<file path="src/sv/adm_pkg.sv">
// ----------------------------------------------------------------------------
// adm_pkg
// Shared types, codes and Q1.15 helpers for the arcade drive mixer.
// ----------------------------------------------------------------------------
`default_nettype none

package adm_pkg;

    localparam int CFG_W     = 16;
    localparam int CFG_IDX_W = 3;

    // configuration register indexes
    localparam logic [CFG_IDX_W-1:0] REG_ECO_SCALE         = 3'd0;
    localparam logic [CFG_IDX_W-1:0] REG_ARC_TURN_LEVEL    = 3'd1;
    localparam logic [CFG_IDX_W-1:0] REG_ARC_FORWARD_LEVEL = 3'd2;
    localparam logic [CFG_IDX_W-1:0] REG_ARC_TURN_FACTOR   = 3'd3;
    localparam logic [CFG_IDX_W-1:0] REG_BRAKE_INVERT      = 3'd4;
    localparam logic [CFG_IDX_W-1:0] REG_GEAR_INVERT       = 3'd5;

    // reset values
    localparam logic [15:0]        RST_ECO_SCALE         = 16'd16384;
    localparam logic signed [15:0] RST_ARC_TURN_LEVEL    = -16'sd16384;
    localparam logic signed [15:0] RST_ARC_FORWARD_LEVEL = 16'sd6554;
    localparam logic signed [15:0] RST_ARC_TURN_FACTOR   = 16'sd0;

    // arc angle presets
    localparam logic [8:0]         ARC_ANGLE_FWD   = 9'd90;
    localparam logic [8:0]         ARC_ANGLE_REV   = 9'd270;
    localparam logic signed [15:0] ARC_PRESET_TURN = 16'sd3277;
    localparam logic signed [15:0] ARC_PRESET_FWD  = 16'sd6554;

    localparam logic signed [15:0] Q_MAX = 16'sh7fff;
    localparam logic signed [15:0] Q_MIN = 16'sh8000;

    typedef enum logic [2:0] {
        OP_FWD   = 3'd0,
        OP_TURN  = 3'd1,
        OP_DIG   = 3'd2,
        OP_ARC   = 3'd3,
        OP_TICK  = 3'd4,
        OP_START = 3'd5
    } t_op;

    // digital command: bit 4 clear selects a flag group and an action
    typedef enum logic [1:0] {
        GRP_BRAKE = 2'd0,
        GRP_GEAR  = 2'd1,
        GRP_STRAFE = 2'd2,
        GRP_ECO = 2'd3
    } t_grp;

    typedef enum logic [1:0] {
        ACT_ON     = 2'd0,
        ACT_OFF    = 2'd1,
        ACT_TOGGLE = 2'd2,
        ACT_STATE  = 2'd3
    } t_act;

    localparam logic [4:0] CMD_ARC_MODE = 5'd16;

    typedef struct packed {
        logic [2:0]        op;
        logic [4:0]        digital_command;
        logic              level;
        logic signed [15:0] analog_value;
        logic [8:0]        arc_angle;
    } t_in_item;

    typedef struct packed {
        logic signed [15:0] front_left_drive;
        logic signed [15:0] front_right_drive;
        logic signed [15:0] back_left_drive;
        logic signed [15:0] back_right_drive;
        logic              brake_out;
        logic              gear_out;
    } t_out_item;

    // mixed tick values handed to the shaping stage
    typedef struct packed {
        logic signed [15:0] left;
        logic signed [15:0] right;
        logic              eco;
        logic              strafe;
        logic              brake;
        logic              brake_out;
        logic              gear_out;
    } t_mix;

    function automatic logic signed [15:0] sat17(input logic signed [16:0] v);
        logic signed [15:0] r;
        if (v > 17'sd32767) begin
            r = Q_MAX;
        end else if (v < -17'sd32768) begin
            r = Q_MIN;
        end else begin
            r = v[15:0];
        end
        return r;
    endfunction

    function automatic logic signed [15:0] neg_sat(input logic signed [15:0] v);
        logic signed [15:0] r;
        if (v == Q_MIN) begin
            r = Q_MAX;
        end else begin
            r = -v;
        end
        return r;
    endfunction

    // q1.15 product, round half up, saturate
    function automatic logic signed [15:0] mul_q15(input logic signed [15:0] a,
                                                   input logic signed [16:0] b);
        logic signed [32:0] p;
        logic signed [33:0] s;
        logic signed [15:0] r;
        p = a * b;
        s = ($signed({p[32], p}) + 34'sd16384) >>> 15;
        if (s > 34'sd32767) begin
            r = Q_MAX;
        end else if (s < -34'sd32768) begin
            r = Q_MIN;
        end else begin
            r = s[15:0];
        end
        return r;
    endfunction

endpackage

`default_nettype wire

</file>
<file path="src/sv/adm_in_if.sv">
// ----------------------------------------------------------------------------
// adm_in_if
// Valid/ready channel carrying operator items into the mixer.
// ----------------------------------------------------------------------------
`default_nettype none

interface adm_in_if;
    import adm_pkg::*;

    logic     valid;
    logic     ready;
    t_in_item data;

    modport source (output valid, output data, input ready);
    modport sink (input valid, input data, output ready);
endinterface

`default_nettype wire

</file>
<file path="src/sv/adm_out_if.sv">
// ----------------------------------------------------------------------------
// adm_out_if
// Valid/ready channel carrying motor and solenoid commands out of the mixer.
// ----------------------------------------------------------------------------
`default_nettype none

interface adm_out_if;
    import adm_pkg::*;

    logic      valid;
    logic      ready;
    t_out_item data;

    modport source (output valid, output data, input ready);
    modport sink (input valid, input data, output ready);
endinterface

`default_nettype wire

</file>
<file path="src/sv/adm_shaper.sv">
// ----------------------------------------------------------------------------
// adm_shaper
// Low power scaling, strafe negation and brake forcing of mixed powers.
// ----------------------------------------------------------------------------
`default_nettype none

module adm_shaper (
    input  adm_pkg::t_mix      i_mix,
    input  logic [15:0]        i_scale,
    output adm_pkg::t_out_item o_item
);
    import adm_pkg::*;

    logic signed [16:0] scale_s;
    logic signed [15:0] left_sc;
    logic signed [15:0] right_sc;
    logic signed [15:0] fl;
    logic signed [15:0] br;

    assign scale_s  = $signed({1'b0, i_scale});
    assign left_sc  = i_mix.eco ? mul_q15(i_mix.left, scale_s) : i_mix.left;
    assign right_sc = i_mix.eco ? mul_q15(i_mix.right, scale_s) : i_mix.right;
    assign fl       = i_mix.strafe ? neg_sat(left_sc) : left_sc;
    assign br       = i_mix.strafe ? neg_sat(right_sc) : right_sc;

    always_comb begin
        o_item.front_left_drive  = i_mix.brake ? 16'sd0 : fl;
        o_item.front_right_drive = i_mix.brake ? 16'sd0 : right_sc;
        o_item.back_left_drive   = i_mix.brake ? 16'sd0 : left_sc;
        o_item.back_right_drive  = i_mix.brake ? 16'sd0 : br;
        o_item.brake_out         = i_mix.brake_out;
        o_item.gear_out          = i_mix.gear_out;
    end

endmodule

`default_nettype wire

</file>
<file path="src/sv/arcade_drive_mixer.sv">
// ----------------------------------------------------------------------------
// arcade_drive_mixer
// Arcade drive mixing for a four motor base: operator items update powers
// and flags, a tick item emits four motor commands and two solenoid levels.
// ----------------------------------------------------------------------------
//
//  channel   dir  handshake        payload
//  i_in      in   valid / ready    op, digital_command, level, analog_value,
//                                  arc_angle
//  o_out     out  valid / ready    four q1.15 drives, brake_out, gear_out
//  i_cfg_*   in   write enable     register index, 16-bit write data
//
//  one transaction per cycle while o_out is not stalled; a tick result
//  reaches o_out through the input register, mix register and output
//  register, with the add/clamp stage and then the scaling multiplier
//  non-tick transactions update state in the cycle after acceptance, no result
//  synchronous active-low reset clears flags, powers and valids and loads
//  the config defaults
//  a stalled o_out backs up through the mix register; i_in.ready drops only
//  when a tick sits in the input register and every later stage is full
//
`default_nettype none

module arcade_drive_mixer (
    input  logic                          i_clk,
    input  logic                          i_rst_n,
    input  logic                          i_cfg_we,
    input  logic [adm_pkg::CFG_IDX_W-1:0] i_cfg_idx,
    input  logic [adm_pkg::CFG_W-1:0]     i_cfg_data,
    adm_in_if.sink                        i_in,
    adm_out_if.source                     o_out
);
    import adm_pkg::*;

    // configuration registers
    logic [15:0]        r_eco_scale;
    logic signed [15:0] r_arc_turn_level;
    logic signed [15:0] r_arc_forward_level;
    logic signed [15:0] r_arc_turn_factor;
    logic               r_brake_invert;
    logic               r_gear_invert;
    // arc turn product from the live config
    logic signed [15:0] arc_turn_prod;

    // drive state
    logic signed [15:0] r_forward, n_forward;
    logic signed [15:0] r_turn, n_turn;
    logic               r_brake, n_brake;
    logic               r_gear, n_gear;
    logic               r_strafe, n_strafe;
    logic               r_eco, n_eco;
    logic               r_arc_mode, n_arc_mode;

    // pipeline
    logic      r_v1;
    t_in_item  r_item;
    logic      r_v2;
    t_mix      r_mix, n_mix;
    logic      r_out_valid;
    t_out_item r_out_data;
    t_out_item shaped;

    logic s1_tick;
    logic out_load;
    logic s2_adv;
    logic s2_free;
    logic s1_adv;
    logic in_acc;

    // ------------------------------------------------------------------
    // flow control
    // ------------------------------------------------------------------
    assign out_load   = !r_out_valid || o_out.ready;
    assign s2_adv     = r_v2 && out_load;
    assign s2_free    = !r_v2 || out_load;
    assign s1_tick    = (r_item.op == OP_TICK);
    // non-tick transactions retire in the input stage
    assign s1_adv     = r_v1 && (!s1_tick || s2_free);
    assign i_in.ready = !r_v1 || s1_adv;
    assign in_acc     = i_in.valid && i_in.ready;

    assign o_out.valid = r_out_valid;
    assign o_out.data  = r_out_data;

    // ------------------------------------------------------------------
    // configuration
    // ------------------------------------------------------------------
    always_ff @(posedge i_clk) begin
        if (!i_rst_n) begin
            r_eco_scale         <= RST_ECO_SCALE;
            r_arc_turn_level    <= RST_ARC_TURN_LEVEL;
            r_arc_forward_level <= RST_ARC_FORWARD_LEVEL;
            r_arc_turn_factor   <= RST_ARC_TURN_FACTOR;
            r_brake_invert      <= 1'b0;
            r_gear_invert       <= 1'b0;
        end else if (i_cfg_we) begin
            case (i_cfg_idx)
                REG_ECO_SCALE:         r_eco_scale         <= i_cfg_data;
                REG_ARC_TURN_LEVEL:    r_arc_turn_level    <= $signed(i_cfg_data);
                REG_ARC_FORWARD_LEVEL: r_arc_forward_level <= $signed(i_cfg_data);
                REG_ARC_TURN_FACTOR:   r_arc_turn_factor   <= $signed(i_cfg_data);
                REG_BRAKE_INVERT:      r_brake_invert      <= i_cfg_data[0];
                REG_GEAR_INVERT:       r_gear_invert       <= i_cfg_data[0];
                default: begin
                end
            endcase
        end
    end

    assign arc_turn_prod = mul_q15(r_arc_turn_level,
                                   {r_arc_turn_factor[15], r_arc_turn_factor});

    // ------------------------------------------------------------------
    // state update for the transaction in the input register
    // ------------------------------------------------------------------
    function automatic logic apply_act(input logic cur, input logic [1:0] act,
                                       input logic lvl);
        logic r;
        case (act)
            ACT_ON:     r = lvl ? 1'b1 : cur;
            ACT_OFF:    r = lvl ? 1'b0 : cur;
            ACT_TOGGLE: r = lvl ? !cur : cur;
            default:    r = lvl;
        endcase
        return r;
    endfunction

    always_comb begin
        n_forward   = r_forward;
        n_turn      = r_turn;
        n_brake     = r_brake;
        n_gear      = r_gear;
        n_strafe    = r_strafe;
        n_eco       = r_eco;
        n_arc_mode  = r_arc_mode;
        case (r_item.op)
            OP_FWD: begin
                if (!r_arc_mode) begin
                    n_forward = r_item.analog_value;
                end else if (r_item.analog_value > 16'sd0) begin
                    n_turn    = arc_turn_prod;
                    n_forward = r_arc_forward_level;
                end else if (r_item.analog_value < 16'sd0) begin
                    n_turn    = neg_sat(r_arc_turn_level);
                    n_forward = neg_sat(r_arc_forward_level);
                end else begin
                    n_forward = 16'sd0;
                    n_turn    = 16'sd0;
                end
            end
            OP_TURN: begin
                n_turn = r_arc_mode ? r_arc_turn_level : r_item.analog_value;
            end
            OP_DIG: begin
                if (!r_item.digital_command[4]) begin
                    case (r_item.digital_command[3:2])
                        GRP_BRAKE: n_brake = apply_act(r_brake,
                            r_item.digital_command[1:0], r_item.level);
                        GRP_GEAR: n_gear = apply_act(r_gear,
                            r_item.digital_command[1:0], r_item.level);
                        GRP_STRAFE: n_strafe = apply_act(r_strafe,
                            r_item.digital_command[1:0], r_item.level);
                        default: n_eco = apply_act(r_eco,
                            r_item.digital_command[1:0], r_item.level);
                    endcase
                end else if (r_item.digital_command == CMD_ARC_MODE) begin
                    n_arc_mode = r_item.level;
                    if (!r_item.level) begin
                        n_forward = 16'sd0;
                        n_turn    = 16'sd0;
                    end
                end
            end
            OP_ARC: begin
                if (r_item.arc_angle == ARC_ANGLE_FWD) begin
                    n_turn    = ARC_PRESET_TURN;
                    n_forward = ARC_PRESET_FWD;
                end else if (r_item.arc_angle == ARC_ANGLE_REV) begin
                    n_turn    = ARC_PRESET_TURN;
                    n_forward = -ARC_PRESET_FWD;
                end
            end
            OP_START: begin
                n_forward = 16'sd0;
                n_turn    = 16'sd0;
            end
            default: begin
            end
        endcase
    end

    // mix of the current state for a tick
    always_comb begin
        n_mix.left      = sat17({r_forward[15], r_forward} - {r_turn[15], r_turn});
        n_mix.right     = sat17({r_forward[15], r_forward} + {r_turn[15], r_turn});
        n_mix.eco       = r_eco;
        n_mix.strafe    = r_strafe;
        n_mix.brake     = r_brake;
        n_mix.brake_out = r_brake ^ r_brake_invert;
        n_mix.gear_out  = r_gear ^ r_gear_invert;
    end

    adm_shaper u_shaper (
        .i_mix   (r_mix),
        .i_scale (r_eco_scale),
        .o_item  (shaped)
    );

    // ------------------------------------------------------------------
    // registers
    // ------------------------------------------------------------------
    always_ff @(posedge i_clk) begin
        if (!i_rst_n) begin
            r_v1        <= 1'b0;
            r_v2        <= 1'b0;
            r_out_valid <= 1'b0;
            r_forward   <= 16'sd0;
            r_turn      <= 16'sd0;
            r_brake     <= 1'b0;
            r_gear      <= 1'b0;
            r_strafe    <= 1'b0;
            r_eco       <= 1'b0;
            r_arc_mode  <= 1'b0;
        end else begin
            if (i_in.ready) begin
                r_v1 <= i_in.valid;
            end
            if (s1_adv) begin
                r_forward   <= n_forward;
                r_turn      <= n_turn;
                r_brake     <= n_brake;
                r_gear      <= n_gear;
                r_strafe    <= n_strafe;
                r_eco       <= n_eco;
                r_arc_mode  <= n_arc_mode;
            end
            if (s2_free) begin
                r_v2 <= s1_adv && s1_tick;
            end
            if (out_load) begin
                r_out_valid <= r_v2;
            end
        end
    end

    // payload registers
    always_ff @(posedge i_clk) begin
        if (in_acc) begin
            r_item <= i_in.data;
        end
        if (s1_adv && s1_tick) begin
            r_mix <= n_mix;
        end
        if (s2_adv) begin
            r_out_data <= shaped;
        end
    end

    // ------------------------------------------------------------------
    // assertions
    // ------------------------------------------------------------------
    a_tick_reaches_mix: assert property (@(posedge i_clk) disable iff (!i_rst_n)
        (s1_adv && s1_tick) |=> r_v2)
        else $error("tick transaction lost between input and mix stage");

    a_accept_fills_s1: assert property (@(posedge i_clk) disable iff (!i_rst_n)
        in_acc |=> r_v1)
        else $error("accepted transaction not held in input register");

    a_full_blocks_input: assert property (@(posedge i_clk) disable iff (!i_rst_n)
        (r_v1 && s1_tick && r_v2 && r_out_valid && !o_out.ready) |-> !i_in.ready)
        else $error("input accepted while pipeline is full");

    a_brake_zero: assert property (@(posedge i_clk) disable iff (!i_rst_n)
        (r_out_valid && (r_out_data.brake_out != r_brake_invert)) |->
        (r_out_data.front_left_drive == 16'sd0 && r_out_data.front_right_drive == 16'sd0
         && r_out_data.back_left_drive == 16'sd0 && r_out_data.back_right_drive == 16'sd0))
        else $error("motor command nonzero under brake");

endmodule

`default_nettype wire
</file>
<file path="src/flat_wrapper.sv">
// flat-port wrapper written by rule: the top's interface ports become plain ports
module arcade_drive_mixer_flat import adm_pkg::*;
  (i_clk, i_rst_n, i_cfg_we, i_cfg_idx, i_cfg_data, i_in_valid, i_in_data, i_in_ready, o_out_valid, o_out_data, o_out_ready);
  adm_in_if i_in_i ();
  adm_out_if o_out_i ();
  input  logic i_clk;
  input  logic i_rst_n;
  input  logic i_cfg_we;
  input  logic [adm_pkg::CFG_IDX_W-1:0] i_cfg_idx;
  input  logic [adm_pkg::CFG_W-1:0] i_cfg_data;
  input wire logic [$bits(i_in_i.valid)-1:0] i_in_valid;
  input wire logic [$bits(i_in_i.data)-1:0] i_in_data;
  output wire logic [$bits(i_in_i.ready)-1:0] i_in_ready;
  output wire logic [$bits(o_out_i.valid)-1:0] o_out_valid;
  output wire logic [$bits(o_out_i.data)-1:0] o_out_data;
  input wire logic [$bits(o_out_i.ready)-1:0] o_out_ready;
  assign i_in_i.valid = i_in_valid;
  assign i_in_i.data = i_in_data;
  assign i_in_ready = i_in_i.ready;
  assign o_out_valid = o_out_i.valid;
  assign o_out_data = o_out_i.data;
  assign o_out_i.ready = o_out_ready;
  arcade_drive_mixer u_core (.i_clk(i_clk), .i_rst_n(i_rst_n), .i_cfg_we(i_cfg_we), .i_cfg_idx(i_cfg_idx), .i_cfg_data(i_cfg_data), .i_in(i_in_i), .o_out(o_out_i));
endmodule
</file>
<file path="config.mk">
export PLATFORM = sky130hd
export DESIGN_NAME = arcade_drive_mixer_flat
export DESIGN_NICKNAME = d
export VERILOG_FILES = /design/src/sv/adm_pkg.sv /design/src/sv/adm_in_if.sv /design/src/sv/adm_out_if.sv /design/src/sv/adm_shaper.sv /design/src/sv/arcade_drive_mixer.sv /design/src/flat_wrapper.sv
export SDC_FILE = /design/constraint.sdc
export NUM_CORES = 2
export LEC_CHECK = 0
export BUFFER_PORTS_ARGS = -buffer_cell sky130_fd_sc_hd__buf_2
export CAP_MARGIN = 20
export CORE_ASPECT_RATIO = 0.75
export CORE_UTILIZATION = 59
export CTS_CLUSTER_DIAMETER = 60
export DETAILED_ROUTE_END_ITERATION = 7
export GPL_TIMING_DRIVEN = 0
export PLACE_DENSITY = 0.79
export SYNTH_ARGS = -nofsm -noshare
export SYNTH_HDL_FRONTEND = slang
export SYNTH_SLANG_ARGS = --single-unit
</file>
<file path="constraint.sdc">
create_clock -name i_clk -period 7.9 [get_ports i_clk]
set_input_delay 0.395 -clock i_clk [delete_from_list [all_inputs] [get_ports i_clk]]
set_output_delay 0.395 -clock i_clk [all_outputs]
set_load 0.03 [all_outputs]
</file>
==> summary.txt <==
Power
  • Seq pwr share: 28.1%
  • Clock share of power: 25.7%
  • Power per cell area: 111 mW/mm^2
  • Total Power: 5.19 mW
  • Internal Power: 3.07 mW
  • LEAKAGE: 21.4 nW
  • Sw Pwr: 2.13 mW
  • VDD IR max: 204 uV
  • Switching Share: 40.9%
  • Combinational share of power: 46.2%

Synthesis
  • Synth top cells by count: inv_1, fa_1, nand2_1, ha_1, and2_1
  • Gate Count Post-Synth: 4531
  • Post-synth top area share: 32.5%
  • Mean Syn Cell Area: 8.92 um^2
  • Post-synthesis cell type count: 96
  • Post-synth ARST share: 0%
  • Number of synthesized flops with an enable pin: 137
  • Register area share after synthesis: 15.4%
  • Synth top area cells: fa_1, ha_1, edfxtp_1, inv_1, nand2_1
  • Cell taking the most area after synthesis: fa_1
  • Cell Area, Synth: 0.0404 mm^2
  • Mapped Nets: 5600
  • Number of synthesis warnings: 0
  • Count leader, synth: inv_1
  • Synth Register Bits: 243
  • Commonest register cell after synthesis: edfxtp_1

Global route
  • Antenna violations before repair: 9
  • Met3 Usage GRT: 15.7%
  • GRT Overall Usage: 37.8%
  • Global route hottest layer: met1
  • First-pass GRT wire length: 201000 um
  • Gr ovfl total: 0
  • Vias in the first global route: 34.4k
  • Routing usage on met2: 52.4%
  • M1 GR Usage: 54.4%
  • Largest net degree at the start of global routing: 36

Run status
  • Violated checks: negative setup slack
  • Status: finished with violations

Timing
  • Worst-case clock skew: 16.9 ps
  • Slew @ Worst Pin: 1160 ps
  • Fin crit share: 104%
  • Final TNS setup: -4290 ps
  • Max Slew Vio Count: 0
  • Smallest setup slack after layout: -293 ps
  • Slew headroom: 22.4%
  • Final setup vio count: 21
  • Min Hold Slack: 3.25 ps
  • Fin. Hold Viols: 0
  • RSZ-0062 raised after global routing: yes
  • Minimum clock period: 8190 ps
  • Fmax achieved: 0.122 GHz

Floorplanning
  • Core Box Area: 0.0673 mm^2
  • Die footprint: 0.0696 mm^2
  • Initial Util: 60.1%
  • Horiz. Die Dim: 304 um
  • IO Count: 126
  • Die height: 229 um
  • Site row count: 82

Critical path
  • Slowest cell on crit path: edfxtp_1
  • Reg2reg end: u_core.o_out.data[64]
  • Reg2reg path depth: 28
  • Max incr delay on CP: 610 ps
  • Worst-path fanout max: 10
  • R2R setup slack: -290 ps
  • Crit path top cell by count: fa_1
  • CP Launch Point: u_core.r_mix[33]
  • Arr. time, crit path: 8520 ps
  • CP endpoint kind: flop
  • Reg-to-reg startpoint: u_core.r_mix[33]
  • Req. time, crit path: 8230 ps
  • Type of the worst setup path: reg2reg
  • Crit path to: u_core.o_out.data[64]
  • CP startpoint kind: flop

Drt
  • Routed length per instance: 22.8 um
  • Total Routed Length: 131000 um
  • Drt pass-1 iters: 6
  • Routed vias/inst: 6.05
  • DRC violations left: 0
  • Iteration-0 DRC Markers: 4420
  • Vias: 34.8k
  • Antenna-violating nets left: 0

CTS
  • Skew-Pair Late Insertion Delay: 580 ps
  • # clock sinks: 243
  • H-Tree Depth: 1
  • CTS buffer count: 29
  • Bufs on Longest Clock Path: 3
  • CTS clk-pin slew, worst paths: 70 ps
  • CTS tree: yes
  • Root Buffer: clkbuf_16

Final layout
  • Fill cell count: 5102
  • Area growth from synthesis to layout: 15.3%
  • Share of cells above drive strength 1: 14.1%
  • Nets: 5921
  • Final Instance Area: 0.0466 mm^2

Place
  • Dpl hpwl: 99300 um
  • # port buffers: 123
  • Placed cell areas: 0.0422 mm^2
  • Placer Congestion: 1.02

Flow run
  • Max-Cap Viols: 0

Hold path
  • Hold depth: 1
  • Hold Path Class: in2reg
==> power by group through the flow <==
stage	logic, mW	clock network, mW	registers, mW
global route	2.60	1.39	1.46
CTS	2.18	1.33	1.45
detailed placement	1.96	0	1.48
floorplan	1.34	0	1.45
global placement	1.93	0	1.48
finish	2.40	1.34	1.46
==> sequential cells by signal, indices dropped and copies added, names as in the netlist <==
signal,flops
u_core.o_out.data,66
u_core.r_mix,37
u_core.r_item,34
u_core.r_arc_forward_level,16
u_core.r_arc_turn_factor,16
u_core.r_arc_turn_level,16
u_core.r_eco_scale,16
u_core.r_forward,16
u_core.r_turn,16
u_core.o_out.valid,1
u_core.r_arc_mode,1
u_core.r_brake,1
u_core.r_brake_invert,1
u_core.r_eco,1
u_core.r_gear,1
u_core.r_gear_invert,1
u_core.r_strafe,1
u_core.r_v1,1
u_core.r_v2,1
==> cell type report <==
class / count / area (um^2) / share of cell area [%]
Inverter: 824 / 3090 / 6.63
Tap cell: 882 / 1100 / 2.37
Clock inverter: 22 / 223 / 0.478
Multi-Input combinational cell: 3228 / 31300 / 67.2
Buffer: 211 / 1430 / 3.06
Sequential cell: 243 / 6280 / 13.5
Timing Repair Buffer: 315 / 2430 / 5.21
Clock buffer: 32 / 737 / 1.58
Antenna cell: 4 / 10.0 / 0.0215
==> worst max-delay path, delay by kind of cell, from the launching register on <==
kind	cells	cell delay (ps)
flops	1	610
compound gates	10	2290
buf+inv	7	1070
simple gates	4	880
fa+ha+maj	7	3060
==> metrics by stage <==
step	std cells	setup WS [ps]	utilization [%]
floorplan	4531	58.4	-
global placement	5536	-2090	62.6
detailed placement	5539	-2190	62.8
CTS	5711	-189	67.6
global route	5758	-457	69.3
finish	5761	-293	69.3
==> worst min path at each step <==
stage	end	slack [ps]	from
2_1_floorplan	u_core.o_out.data[0]	400	u_core.r_mix[0]
3_3_place_gp	u_core.o_out.data[0]	430	u_core.r_mix[0]
3_5_place_dp	u_core.o_out.data[1]	410	u_core.r_mix[1]
4_1_cts	u_core.r_item[19]	2	i_in_data[19]
5_1_grt	u_core.r_item[19]	1	i_in_data[19]
6_report	u_core.r_item[19]	3	i_in_data[19]
==> logic make-up after synthesis <==
| logic type | after synthesis | share of synthesized area [%] |
|---|---|---|
| flops | 243 | 15.4 |
| buf+inv | 1061 | 9.93 |
| fa+ha+maj | 1011 | 43.5 |
| simple gates | 1396 | 16.7 |
| mux | 21 | 0.529 |
| compound gates | 687 | 11.5 |
| xor+xnor | 112 | 2.44 |
==> layout by cell type (no fill, tap or decap), types with 26 or more instances in the layout <==
cell           count
a21o_1            51
dlygate4sd3_1     33
nand3_1           38
o21ai_0          112
dfxtp_1           77
a211oi_1          26
buf_6             53
a21boi_0          65
xor2_1            34
clkbuf_1          88
a21oi_1          148
clkbuf_4          38
buf_2            130
fa_1             644
o211ai_1          29
nand2b_1          35
ha_1             332
nor2_1           171
edfxtp_1         137
dfxtp_2           27
inv_1            811
xnor2_1           77
nor2b_1           26
nand2_1          622
clkbuf_16         30
and2_1           328
nor3_1            36
buf_4            126
==> metal layers <==
metal	vias up	wire, um	share of wire, %
met4	16	3960	3.0
met5	-	220	0.17
li1	15071	-	-
met2	2335	52800	40
met3	376	21200	16
met1	17050	53100	40
==> timing repair <==
action                                 4_1_cts  5_1_grt
gates cloned                                 3        3
gates resized for setup                    340      289
setup buffers                              103       47
hold buffers                                33        0
endpoints found under the hold margin       33        0
setup endpoints to repair                   80       53
pin swaps                                   61       78
(Power assumes the default switching activity.)
